### src/sv/srx_pkg.sv
// ----------------------------------------------------------------------------
// srx_pkg
// Types and constants shared by the sync frame receiver modules.
// ----------------------------------------------------------------------------
package srx_pkg;

  localparam logic [7:0] SYNC_FIRST  = 8'h55;
  localparam logic [7:0] SYNC_SECOND = 8'hAA;

  localparam int NUM_CODES = 6;
  localparam int CFG_IDX_W = 3;

  typedef enum logic [2:0] {
    PH_HUNT1,
    PH_HUNT2,
    PH_TYPE,
    PH_FIELD,
    PH_BORDER,
    PH_OBSTACLE,
    PH_PATH,
    PH_CHECK
  } phase_t;

  localparam logic [2:0] REC_SCALAR   = 3'd0;
  localparam logic [2:0] REC_BORDER   = 3'd1;
  localparam logic [2:0] REC_OBSTACLE = 3'd2;
  localparam logic [2:0] REC_PATH     = 3'd3;
  localparam logic [2:0] REC_END      = 3'd4;

  localparam logic [2:0] FK_MOVE  = 3'd0;
  localparam logic [2:0] FK_SCAN  = 3'd1;
  localparam logic [2:0] FK_EST   = 3'd2;
  localparam logic [2:0] FK_CUR   = 3'd3;
  localparam logic [2:0] FK_PATH  = 3'd4;
  localparam logic [2:0] FK_MOTOR = 3'd5;

  localparam logic [1:0] FIELD_TIME   = 2'd0;
  localparam logic [1:0] FIELD_FIRST  = 2'd1;
  localparam logic [1:0] FIELD_SECOND = 2'd2;
  localparam logic [1:0] FIELD_LAST   = 2'd3;

  // classified byte handed from front to back
  typedef struct packed {
    logic [7:0] data;
    logic       sync1;
    logic       sync2;
    logic       type_hit;
    logic [2:0] type_idx;
  } entry_t;

  typedef struct packed {
    logic full;
    logic empty;
  } qstat_t;

  typedef struct packed {
    logic [2:0]  record_kind;
    logic [2:0]  frame_kind;
    logic [1:0]  field_number;
    logic [31:0] raw_value;
    logic [15:0] point_number;
    logic        frame_good;
    logic        last_of_frame;
  } rec_t;

endpackage

### src/sv/srx_ifs.sv
// ----------------------------------------------------------------------------
// srx interfaces
// Byte input, record output and configuration write channels.
// ----------------------------------------------------------------------------
interface srx_byte_if;
  logic       valid;
  logic       ready;
  logic [7:0] rx_byte;
  modport source (output valid, output rx_byte, input ready);
  modport sink (input valid, input rx_byte, output ready);
endinterface

interface srx_rec_if;
  logic        valid;
  logic        ready;
  logic [2:0]  record_kind;
  logic [2:0]  frame_kind;
  logic [1:0]  field_number;
  logic [31:0] raw_value;
  logic [15:0] point_number;
  logic        frame_good;
  logic        last_of_frame;
  modport source (output valid, output record_kind, output frame_kind,
                  output field_number, output raw_value, output point_number,
                  output frame_good, output last_of_frame, input ready);
  modport sink (input valid, input record_kind, input frame_kind,
                input field_number, input raw_value, input point_number,
                input frame_good, input last_of_frame, output ready);
endinterface

interface srx_cfg_if;
  logic       valid;
  logic       ready;
  logic [2:0] index;
  logic [7:0] data;
  modport source (output valid, output index, output data, input ready);
  modport sink (input valid, input index, input data, output ready);
endinterface

### src/sv/sync_frame_receiver_unit.sv
// ----------------------------------------------------------------------------
// sync_frame_receiver_unit
// a record is registered after the byte that completes it leaves the queue
// throughput: 1 byte per cycle, set by the parser step, unless output stalls
// the byte queue lets input keep flowing while the output stalls, until full
// reset: synchronous; parser hunts for sync, queue and output empty,
// type codes return to 0..5
// ----------------------------------------------------------------------------
module sync_frame_receiver_unit import srx_pkg::*; #(
  parameter int QDEPTH = 4
) (
  input logic      clk,
  input logic      rst,
  srx_byte_if.sink rx,
  srx_rec_if.source rec,
  srx_cfg_if.sink  cfg
);

  logic   push;
  logic   pop;
  entry_t wr_entry;
  entry_t head;
  qstat_t qstat;

  srx_front u_front (
    .clk   (clk),
    .rst   (rst),
    .rx    (rx),
    .cfg   (cfg),
    .qstat (qstat),
    .push  (push),
    .entry (wr_entry)
  );

  srx_fifo #(.DEPTH(QDEPTH)) u_fifo (
    .clk     (clk),
    .rst     (rst),
    .push    (push),
    .wr_data (wr_entry),
    .pop     (pop),
    .rd_data (head),
    .qstat   (qstat)
  );

  srx_back u_back (
    .clk   (clk),
    .rst   (rst),
    .head  (head),
    .qstat (qstat),
    .pop   (pop),
    .rec   (rec)
  );

  a_queue_flags: assert property (@(posedge clk) disable iff (rst)
    !(qstat.full && qstat.empty))
    else $error("queue full and empty together");

  a_no_pop_empty: assert property (@(posedge clk) disable iff (rst)
    pop |-> !qstat.empty)
    else $error("pop from empty queue");

  a_last_is_end: assert property (@(posedge clk) disable iff (rst)
    rec.valid && rec.last_of_frame |-> rec.record_kind == REC_END)
    else $error("frame end flag on non end record");

  a_good_only_end: assert property (@(posedge clk) disable iff (rst)
    rec.valid && rec.record_kind != REC_END |-> !rec.frame_good && !rec.last_of_frame)
    else $error("frame status on data record");

  a_reset_quiet: assert property (@(posedge clk)
    $past(rst) |-> !rec.valid)
    else $error("record valid right after reset");

endmodule

### src/sv/srx_front.sv
// ----------------------------------------------------------------------------
// srx_front
// Holds the type code registers, accepts bytes and tags each one with its
// sync and type match before it enters the queue.
// ----------------------------------------------------------------------------
module srx_front import srx_pkg::*; (
  input  logic         clk,
  input  logic         rst,
  srx_byte_if.sink     rx,
  srx_cfg_if.sink      cfg,
  input  qstat_t       qstat,
  output logic         push,
  output entry_t       entry
);

  logic [7:0] codes [NUM_CODES];

  always_ff @(posedge clk) begin
    if (rst) begin
      for (int i = 0; i < NUM_CODES; i++) begin
        codes[i] <= 8'(i);
      end
    end else if (cfg.valid && cfg.ready && cfg.index < CFG_IDX_W'(NUM_CODES)) begin
      codes[cfg.index] <= cfg.data;
    end
  end

  assign cfg.ready = 1'b1;
  assign rx.ready  = !qstat.full;
  assign push      = rx.valid && rx.ready;

  // lowest matching code wins
  always_comb begin
    entry.data     = rx.rx_byte;
    entry.sync1    = rx.rx_byte == SYNC_FIRST;
    entry.sync2    = rx.rx_byte == SYNC_SECOND;
    entry.type_hit = 1'b0;
    entry.type_idx = FK_MOVE;
    for (int i = NUM_CODES - 1; i >= 0; i--) begin
      if (codes[i] == rx.rx_byte) begin
        entry.type_hit = 1'b1;
        entry.type_idx = 3'(i);
      end
    end
  end

endmodule

### src/sv/srx_fifo.sv
// ----------------------------------------------------------------------------
// srx_fifo
// Short queue of classified bytes between front and back.
// ----------------------------------------------------------------------------
module srx_fifo import srx_pkg::*; #(
  parameter int DEPTH = 4
) (
  input  logic   clk,
  input  logic   rst,
  input  logic   push,
  input  entry_t wr_data,
  input  logic   pop,
  output entry_t rd_data,
  output qstat_t qstat
);

  localparam int AW = (DEPTH > 1) ? $clog2(DEPTH) : 1;
  localparam int CW = $clog2(DEPTH + 1);

  entry_t        mem [DEPTH];
  logic [AW-1:0] wr_ptr;
  logic [AW-1:0] rd_ptr;
  logic [CW-1:0] count;

  always_ff @(posedge clk) begin
    if (push) begin
      mem[wr_ptr] <= wr_data;
    end
  end

  always_ff @(posedge clk) begin
    if (rst) begin
      wr_ptr <= '0;
      rd_ptr <= '0;
      count  <= '0;
    end else begin
      if (push) begin
        wr_ptr <= (wr_ptr == AW'(DEPTH - 1)) ? '0 : wr_ptr + 1'b1;
      end
      if (pop) begin
        rd_ptr <= (rd_ptr == AW'(DEPTH - 1)) ? '0 : rd_ptr + 1'b1;
      end
      if (push && !pop) begin
        count <= count + 1'b1;
      end else if (pop && !push) begin
        count <= count - 1'b1;
      end
    end
  end

  assign rd_data     = mem[rd_ptr];
  assign qstat.full  = count == CW'(DEPTH);
  assign qstat.empty = count == '0;

endmodule

### src/sv/srx_back.sv
// ----------------------------------------------------------------------------
// srx_back
// Frame parser: walks the frame layout byte by byte and drives the record
// output register.
// ----------------------------------------------------------------------------
module srx_back import srx_pkg::*; (
  input  logic      clk,
  input  logic      rst,
  input  entry_t    head,
  input  qstat_t    qstat,
  output logic      pop,
  srx_rec_if.source rec
);

  phase_t      phase, phase_next;
  logic [7:0]  sum, sum_next;
  logic [2:0]  kind, kind_next;
  logic [1:0]  fc, fc_next;
  logic [1:0]  bc, bc_next;
  logic [31:0] acc, acc_next;
  logic [15:0] rem, rem_next;
  logic [15:0] pc, pc_next;

  logic        out_valid;
  rec_t        out_r;
  logic        emit;
  rec_t        emit_rec;

  logic [7:0]  sum_add;
  logic [31:0] fval;
  logic [15:0] pval;
  logic        fdone;

  assign pop = !qstat.empty && (!out_valid || rec.ready);

  always_ff @(posedge clk) begin
    if (rst) begin
      phase <= PH_HUNT1;
      sum   <= '0;
      kind  <= FK_MOVE;
      fc    <= FIELD_TIME;
      bc    <= '0;
      acc   <= '0;
      rem   <= '0;
      pc    <= '0;
    end else if (pop) begin
      phase <= phase_next;
      sum   <= sum_next;
      kind  <= kind_next;
      fc    <= fc_next;
      bc    <= bc_next;
      acc   <= acc_next;
      rem   <= rem_next;
      pc    <= pc_next;
    end
  end

  always_comb begin
    sum_add    = sum + head.data;
    fval       = acc | (32'(head.data) << {bc, 3'b000});
    pval       = acc[15:0] | (16'(head.data) << {bc[0], 3'b000});
    fdone      = (fc == FIELD_TIME) ? (bc == 2'd3) : (bc == 2'd1);
    phase_next = phase;
    sum_next   = sum;
    kind_next  = kind;
    fc_next    = fc;
    bc_next    = bc;
    acc_next   = acc;
    rem_next   = rem;
    pc_next    = pc;
    emit       = 1'b0;
    emit_rec   = '{record_kind: REC_SCALAR, frame_kind: kind, field_number: FIELD_TIME,
                   raw_value: 32'd0, point_number: 16'd0, frame_good: 1'b0,
                   last_of_frame: 1'b0};
    case (phase)
      PH_HUNT2: begin
        if (head.sync2) begin
          sum_next   = sum_add;
          phase_next = PH_TYPE;
        end else begin
          sum_next   = '0;
          phase_next = PH_HUNT1;
        end
      end
      PH_TYPE: begin
        if (head.type_hit) begin
          sum_next   = sum_add;
          kind_next  = head.type_idx;
          fc_next    = FIELD_TIME;
          bc_next    = '0;
          acc_next   = '0;
          phase_next = PH_FIELD;
        end else begin
          sum_next   = '0;
          phase_next = PH_HUNT1;
        end
      end
      PH_FIELD: begin
        sum_next = sum_add;
        if (!fdone) begin
          acc_next = fval;
          bc_next  = bc + 1'b1;
        end else begin
          emit                  = 1'b1;
          emit_rec.field_number = fc;
          emit_rec.raw_value    = fval;
          acc_next              = '0;
          bc_next               = '0;
          if ((kind == FK_SCAN && fc == FIELD_FIRST) ||
              (kind == FK_SCAN && fc == FIELD_SECOND) ||
              (kind == FK_PATH && fc == FIELD_FIRST)) begin
            rem_next = fval[15:0];
            pc_next  = '0;
            if (fval[15:0] != '0) begin
              if (kind == FK_PATH) begin
                phase_next = PH_PATH;
              end else if (fc == FIELD_FIRST) begin
                phase_next = PH_BORDER;
              end else begin
                phase_next = PH_OBSTACLE;
              end
            end else if (kind == FK_SCAN && fc == FIELD_FIRST) begin
              fc_next = FIELD_SECOND;
            end else begin
              phase_next = PH_CHECK;
            end
          end else if (fc == FIELD_LAST) begin
            phase_next = PH_CHECK;
          end else begin
            fc_next = fc + 1'b1;
          end
        end
      end
      PH_BORDER, PH_OBSTACLE, PH_PATH: begin
        sum_next = sum_add;
        if (!bc[0]) begin
          acc_next = {16'd0, pval};
          bc_next  = bc + 1'b1;
        end else begin
          emit                  = 1'b1;
          emit_rec.raw_value    = {16'd0, pval};
          emit_rec.point_number = pc;
          case (phase)
            PH_BORDER:   emit_rec.record_kind = REC_BORDER;
            PH_OBSTACLE: emit_rec.record_kind = REC_OBSTACLE;
            default:     emit_rec.record_kind = REC_PATH;
          endcase
          acc_next = '0;
          bc_next  = '0;
          pc_next  = pc + 1'b1;
          rem_next = rem - 1'b1;
          if (rem == 16'd1) begin
            if (phase == PH_BORDER) begin
              phase_next = PH_FIELD;
              fc_next    = FIELD_SECOND;
            end else begin
              phase_next = PH_CHECK;
            end
          end
        end
      end
      PH_CHECK: begin
        emit                   = 1'b1;
        emit_rec.record_kind   = REC_END;
        emit_rec.raw_value     = 32'(head.data);
        emit_rec.frame_good    = sum_add == '0;
        emit_rec.last_of_frame = 1'b1;
        sum_next               = '0;
        phase_next             = PH_HUNT1;
      end
      default: begin
        if (head.sync1) begin
          sum_next   = SYNC_FIRST;
          phase_next = PH_HUNT2;
        end else begin
          sum_next   = '0;
          phase_next = PH_HUNT1;
        end
      end
    endcase
  end

  always_ff @(posedge clk) begin
    if (rst) begin
      out_valid <= 1'b0;
    end else if (pop && emit) begin
      out_valid <= 1'b1;
    end else if (rec.ready) begin
      out_valid <= 1'b0;
    end
  end

  always_ff @(posedge clk) begin
    if (pop && emit) begin
      out_r <= emit_rec;
    end
  end

  assign rec.valid         = out_valid;
  assign rec.record_kind   = out_r.record_kind;
  assign rec.frame_kind    = out_r.frame_kind;
  assign rec.field_number  = out_r.field_number;
  assign rec.raw_value     = out_r.raw_value;
  assign rec.point_number  = out_r.point_number;
  assign rec.frame_good    = out_r.frame_good;
  assign rec.last_of_frame = out_r.last_of_frame;

endmodule
### src/flat_wrapper.sv
// flat-port wrapper written by rule: the top's interface ports become plain ports
module sync_frame_receiver_unit_flat import srx_pkg::*;
#(
  parameter int QDEPTH = 4
)
  (clk, rst, rx_valid, rx_rx_byte, rx_ready, rec_valid, rec_record_kind, rec_frame_kind, rec_field_number, rec_raw_value, rec_point_number, rec_frame_good, rec_last_of_frame, rec_ready, cfg_valid, cfg_index, cfg_data, cfg_ready);
  srx_byte_if rx_i ();
  srx_rec_if rec_i ();
  srx_cfg_if cfg_i ();
  input logic clk;
  input logic rst;
  input wire logic [$bits(rx_i.valid)-1:0] rx_valid;
  input wire logic [$bits(rx_i.rx_byte)-1:0] rx_rx_byte;
  output wire logic [$bits(rx_i.ready)-1:0] rx_ready;
  output wire logic [$bits(rec_i.valid)-1:0] rec_valid;
  output wire logic [$bits(rec_i.record_kind)-1:0] rec_record_kind;
  output wire logic [$bits(rec_i.frame_kind)-1:0] rec_frame_kind;
  output wire logic [$bits(rec_i.field_number)-1:0] rec_field_number;
  output wire logic [$bits(rec_i.raw_value)-1:0] rec_raw_value;
  output wire logic [$bits(rec_i.point_number)-1:0] rec_point_number;
  output wire logic [$bits(rec_i.frame_good)-1:0] rec_frame_good;
  output wire logic [$bits(rec_i.last_of_frame)-1:0] rec_last_of_frame;
  input wire logic [$bits(rec_i.ready)-1:0] rec_ready;
  input wire logic [$bits(cfg_i.valid)-1:0] cfg_valid;
  input wire logic [$bits(cfg_i.index)-1:0] cfg_index;
  input wire logic [$bits(cfg_i.data)-1:0] cfg_data;
  output wire logic [$bits(cfg_i.ready)-1:0] cfg_ready;
  assign rx_i.valid = rx_valid;
  assign rx_i.rx_byte = rx_rx_byte;
  assign rx_ready = rx_i.ready;
  assign rec_valid = rec_i.valid;
  assign rec_record_kind = rec_i.record_kind;
  assign rec_frame_kind = rec_i.frame_kind;
  assign rec_field_number = rec_i.field_number;
  assign rec_raw_value = rec_i.raw_value;
  assign rec_point_number = rec_i.point_number;
  assign rec_frame_good = rec_i.frame_good;
  assign rec_last_of_frame = rec_i.last_of_frame;
  assign rec_i.ready = rec_ready;
  assign cfg_i.valid = cfg_valid;
  assign cfg_i.index = cfg_index;
  assign cfg_i.data = cfg_data;
  assign cfg_ready = cfg_i.ready;
  sync_frame_receiver_unit #(.QDEPTH(QDEPTH)) u_core (.clk(clk), .rst(rst), .rx(rx_i), .rec(rec_i), .cfg(cfg_i));
endmodule
### config.mk
export PLATFORM = sky130hd
export DESIGN_NAME = sync_frame_receiver_unit_flat
export DESIGN_NICKNAME = d
export VERILOG_FILES = /design/src/sv/srx_pkg.sv /design/src/sv/srx_ifs.sv /design/src/sv/sync_frame_receiver_unit.sv /design/src/sv/srx_front.sv /design/src/sv/srx_fifo.sv /design/src/sv/srx_back.sv /design/src/flat_wrapper.sv
export SDC_FILE = /design/constraint.sdc
export NUM_CORES = 1
export LEC_CHECK = 0
export ABC_AREA = 1
export BUFFER_PORTS_ARGS = -buffer_cell sky130_fd_sc_hd__buf_2
export CAP_MARGIN = 20
export CORE_MARGIN = 3
export CORE_UTILIZATION = 55
export CTS_CLUSTER_DIAMETER = 120
export DETAILED_ROUTE_END_ITERATION = 12
export PLACE_DENSITY = 0.82
export SETUP_SLACK_MARGIN = 0.5
export SYNTH_ARGS = -nofsm -noshare
export SYNTH_HDL_FRONTEND = slang
export SYNTH_SLANG_ARGS = --single-unit
export TNS_END_PERCENT = 1
### constraint.sdc
create_clock -name clk -period 5 [get_ports clk]
set_clock_uncertainty 0.2 [all_clocks]
set_input_delay 1 -clock clk [delete_from_list [all_inputs] [get_ports clk]]
set_output_delay 1 -clock clk [all_outputs]
set_load 0.02 [all_outputs]
==> summary.md <==
| Metric | Value |
|---|---|
| Fraction of the cycle the final worst path needs | `69.3%` |
| Total global-route track usage | `approximately a quarter` |
| Pre-antenna DRT Iters | `6` |
| DIE HEIGHT | `about 160 um` |
| Worst setup path end | `u_core.u_back.pc[14]` |
| Area Growth Syn to Fin | `11.7%` |
| FMAX | `roughly 0.29 GHz` |
| Final hold violations | `0` |
| Cells after Synth | `between 1,000 and 1,500` |
| Largest family of logic cells by synthesized area | `simple AND/OR/NAND/NOR gates` |
| H-tree depth | `1` |
| Synth Area in Compound Gates | `10.4%` |
| Async SR Flop Fraction | `0%` |
| Number of synthesized flops with an enable pin | `161` |
| Top cells by count, synth | `nand2_1 (270), nor2_1 (189), edfxtp_1 (161), inv_1 (142), a21oi_1 (96)` |
| Cell count of the worst hold path | `2` |
| Fillers | `around 1,800` |
| Buffers added on ports | `between 80 and 90` |
| Synth top area share | `about two fifths` |
| Routed via count | `9,841` |
| First-pass GRT wire length | `46.4 mm` |
| M3 GR Usage | `just over 3%` |
| Crit path launch type | `flip-flop` |
| Kind of critical path | `reg -> reg` |
| Met2 Usage GRT | `40.4%` |
| Pwr Total | `between 6 and 7 mW` |
| Synth Area in XOR/XNOR | `under 10%` |
| Avg Cell Area, Syn | `8.94 um^2` |
| Clock buffer depth | `3` |
| FF+latch count, synth | `~250` |
| Ports | `85` |
| Diodes inserted | `0` |
| Global placer's final weighted congestion | `a little over 0.9` |
| CP endpoint kind | `flip-flop` |
| Wire length per cell | `around 17 um` |
| Most common cell in the netlist | `nand2_1` |
| Net Count, Synth | `1,426` |
| Reg2reg end | `u_core.u_back.pc[14]` |
| Core area | `~22,000 um^2` |
| Primary FF master, synth | `edfxtp_1` |
| Hold buffer count at cts | `0` |
| Drt initial violations | `872` |
| Yosys warnings | `0` |
| Required @ worst endpoint | `5280 ps` |
| Rel. slew slack | `between 20% and 30%` |
| CTS tree | `yes` |
| Post-Route Setup TNS | `0 ps` |
| Clock root cell | `clkbuf_16` |
| CTS Sinks | `between 200 and 300` |
| Mapped cell area | `about 12,000 um^2` |
| Worst-Margin Slew | `approximately 1100 ps` |
| Largest net degree at the start of global routing | `60` |
| Max cap viols | `0` |
| Most numerous cell on the critical path | `inv_2` |
| CTS buffer count | `27` |
| Worst-case reg-to-reg path depth | `11` |
| Hpwl dp | `roughly 20 mm` |
| Final min period | `around 3500 ps` |
| Max Slew Vio Count | `0` |
| Starting Density | `56.3%` |
| Power Density | `approximately 500 nW/um^2` |
| Share of cells above drive strength 1 | `about 14%` |
| Synth Area in Adders | `2.46%` |
| Number of distinct library cells after synthesis | `57` |
| Critical Path AT | `3750 ps` |
| Core Rows | `54` |
| Drt total wl | `~29 mm` |
| Clock latency at the later pin of the worst-skew pair | `540 ps` |
| CP Cell Sequence | `inv_2 -> nor3_4 -> nand2_1 -> inv_2 -> nor2_1 -> nand3b_4 -> buf_4 -> nor3_2 -> nand3_1 -> a21oi_1 -> o21a_1` |
| Area leader, netlist | `edfxtp_1` |
| # nets final | `roughly 1,500` |
| VDD IR max | `roughly 0.32 mV` |
| DR DRC count | `0` |
| RSZ-0062 raised after global routing | `no` |
| Outcome | `finished, final reports clean` |
| Post-CTS Setup Bufs | `0` |
| Area of the multi-input gates | `approximately 4800 um^2` |
| Critical R2R Launch | `u_core.u_back.bc[0]` |
| Sequential element share of the synthesized area | `54.2%` |
| CP Max Fanout | `20` |
| Initial antenna violation count | `0` |
| Number of global-route vias before repair | `between 9,000 and 10,000` |
| Detail-routed via count per cell | `roughly 5.6` |
| CTS resizes | `0` |
| GRT overflow | `0` |
| CTS clk-pin slew, worst paths | `roughly 60 ps` |
| Met1 usage | `29.9%` |
| Crit-path slowest cell | `dfxtp_1` |
| Hold Crit Class | `reg -> reg` |
| Synth Area in Simple Gates | `22.5%` |
| Final setup violation count | `0` |
| GRT Max-Usage Layer | `met2` |
| Leak | `between 5 and 6 nW` |
| Worst path max stage delay | `approximately 850 ps` |
| Die X | `~160 um` |
| CP startpoint | `u_core.u_back.bc[0]` |
| Setup WS post-layout | `between 1500 and 2000 ps` |
| Routed Antenna Nets | `0` |
| Die ar. | `between 20,000 and 25,000 um^2` |
| Seq. cell area | `6680 um^2` |
| Mux share of post-synthesis cell area | `0%` |
| Dpl ws | `~1500 ps` |
| Synth area leaders | `edfxtp_1 (39%), dfxtp_1 (15%), nand2_1 (8.2%), nor2_1 (5.8%), inv_1 (4.3%)` |
| Flop-to-flop setup slack | `~1500 ps` |
-- flip-flops by register name, indices dropped and copies added, names as in the netlist, 2 cells and up, named ones only --
signal / cells
u_core.u_back.acc: 32
u_core.u_back.bc: 2
u_core.u_back.fc: 2
u_core.u_back.kind: 3
u_core.u_back.pc: 16
u_core.u_back.phase: 3
u_core.u_back.rec.field_number: 2
u_core.u_back.rec.frame_kind: 3
u_core.u_back.rec.point_number: 16
u_core.u_back.rec.raw_value: 32
u_core.u_back.rec.record_kind: 3
u_core.u_back.rem: 16
u_core.u_back.sum: 8
u_core.u_fifo.count: 3
u_core.u_fifo.mem: 56
u_core.u_fifo.rd_ptr: 2
u_core.u_fifo.wr_ptr: 2
u_core.u_front.codes: 48
-- routing by layer --
| layer | up-vias | share of wire [%] |
|---|---|---|
| met5 | - | 0 |
| met4 | 0 | 4.2 |
| met3 | 88 | 7.1 |
| met2 | 414 | 49 |
| met1 | 4589 | 40 |
| li1 | 4750 | - |
-- cell usage in the layout, fill, tap and decap left out, types with 24 or more instances in the layout --
cell / count
clkbuf_16: 27
nor2_1: 189
buf_2: 83
edfxtp_1: 161
nand4_1: 27
xor2_1: 24
o21ai_0: 69
nand3_1: 44
inv_1: 142
dfxtp_1: 92
a21oi_1: 96
nand2_1: 270
-- worst max-delay path: cells and delay by family (launching register included) --
| family | cells | cell delay [ps] |
|---|---|---|
| AOI/OAI and AO/OA | 2 | 280 |
| DFF | 1 | 850 |
| and+or+nand+nor | 6 | 1120 |
| buffers and inverters | 3 | 950 |
-- power breakdown --
part           internal (mW)  switching (mW)  total (mW)
combinational          0.679            1.62        2.29
sequential              2.45           0.150        2.60
clock                   1.18           0.788        1.96
-- worst min-delay path by stage --
stage / start / end / slack (ps)
3_5_place_dp: u_core.u_back.acc[5] / u_core.u_back.acc[5] / 250
3_3_place_gp: u_core.u_back.acc[5] / u_core.u_back.acc[5] / 250
5_1_grt: u_core.u_back.acc[20] / u_core.u_back.acc[20] / 290
4_1_cts: u_core.u_back.acc[5] / u_core.u_back.acc[5] / 260
6_report: u_core.u_back.acc[5] / u_core.u_back.acc[5] / 260
2_1_floorplan: u_core.u_back.kind[0] / u_core.u_back.rec.frame_kind[0] / 240
-- kinds of logic after synthesis --
logic type,after synthesis
compound gates,228
xor+xnor,43
fa+ha+maj,23
buf+inv,214
flops,253
other cells,1
simple gates,617
-- stage by stage --
| step | utilization (%) | area [um^2] | std cells | hold WS (ps) |
|---|---|---|---|---|
| after global routing | 62.9 | 13800 | 1747 | 288 |
| after detailed placement | 59.0 | 12900 | 1701 | 252 |
| after CTS | 62.9 | 13800 | 1747 | 262 |
| final | 62.9 | 13800 | 1747 | 263 |
| after global placement | 59.0 | 12900 | 1701 | 249 |
| after floorplan | - | 12300 | 1379 | 238 |
-- layout make-up --
type                       count  area share (%)
clock buffer                  32            5.26
clock inverter                14            1.04
inverter                     158            4.34
multi-input combinational    912            34.5
sequential                   253            48.5
tap                          280            2.54
timing repair buffer          98            3.83
(Power assumes the default switching activity.)
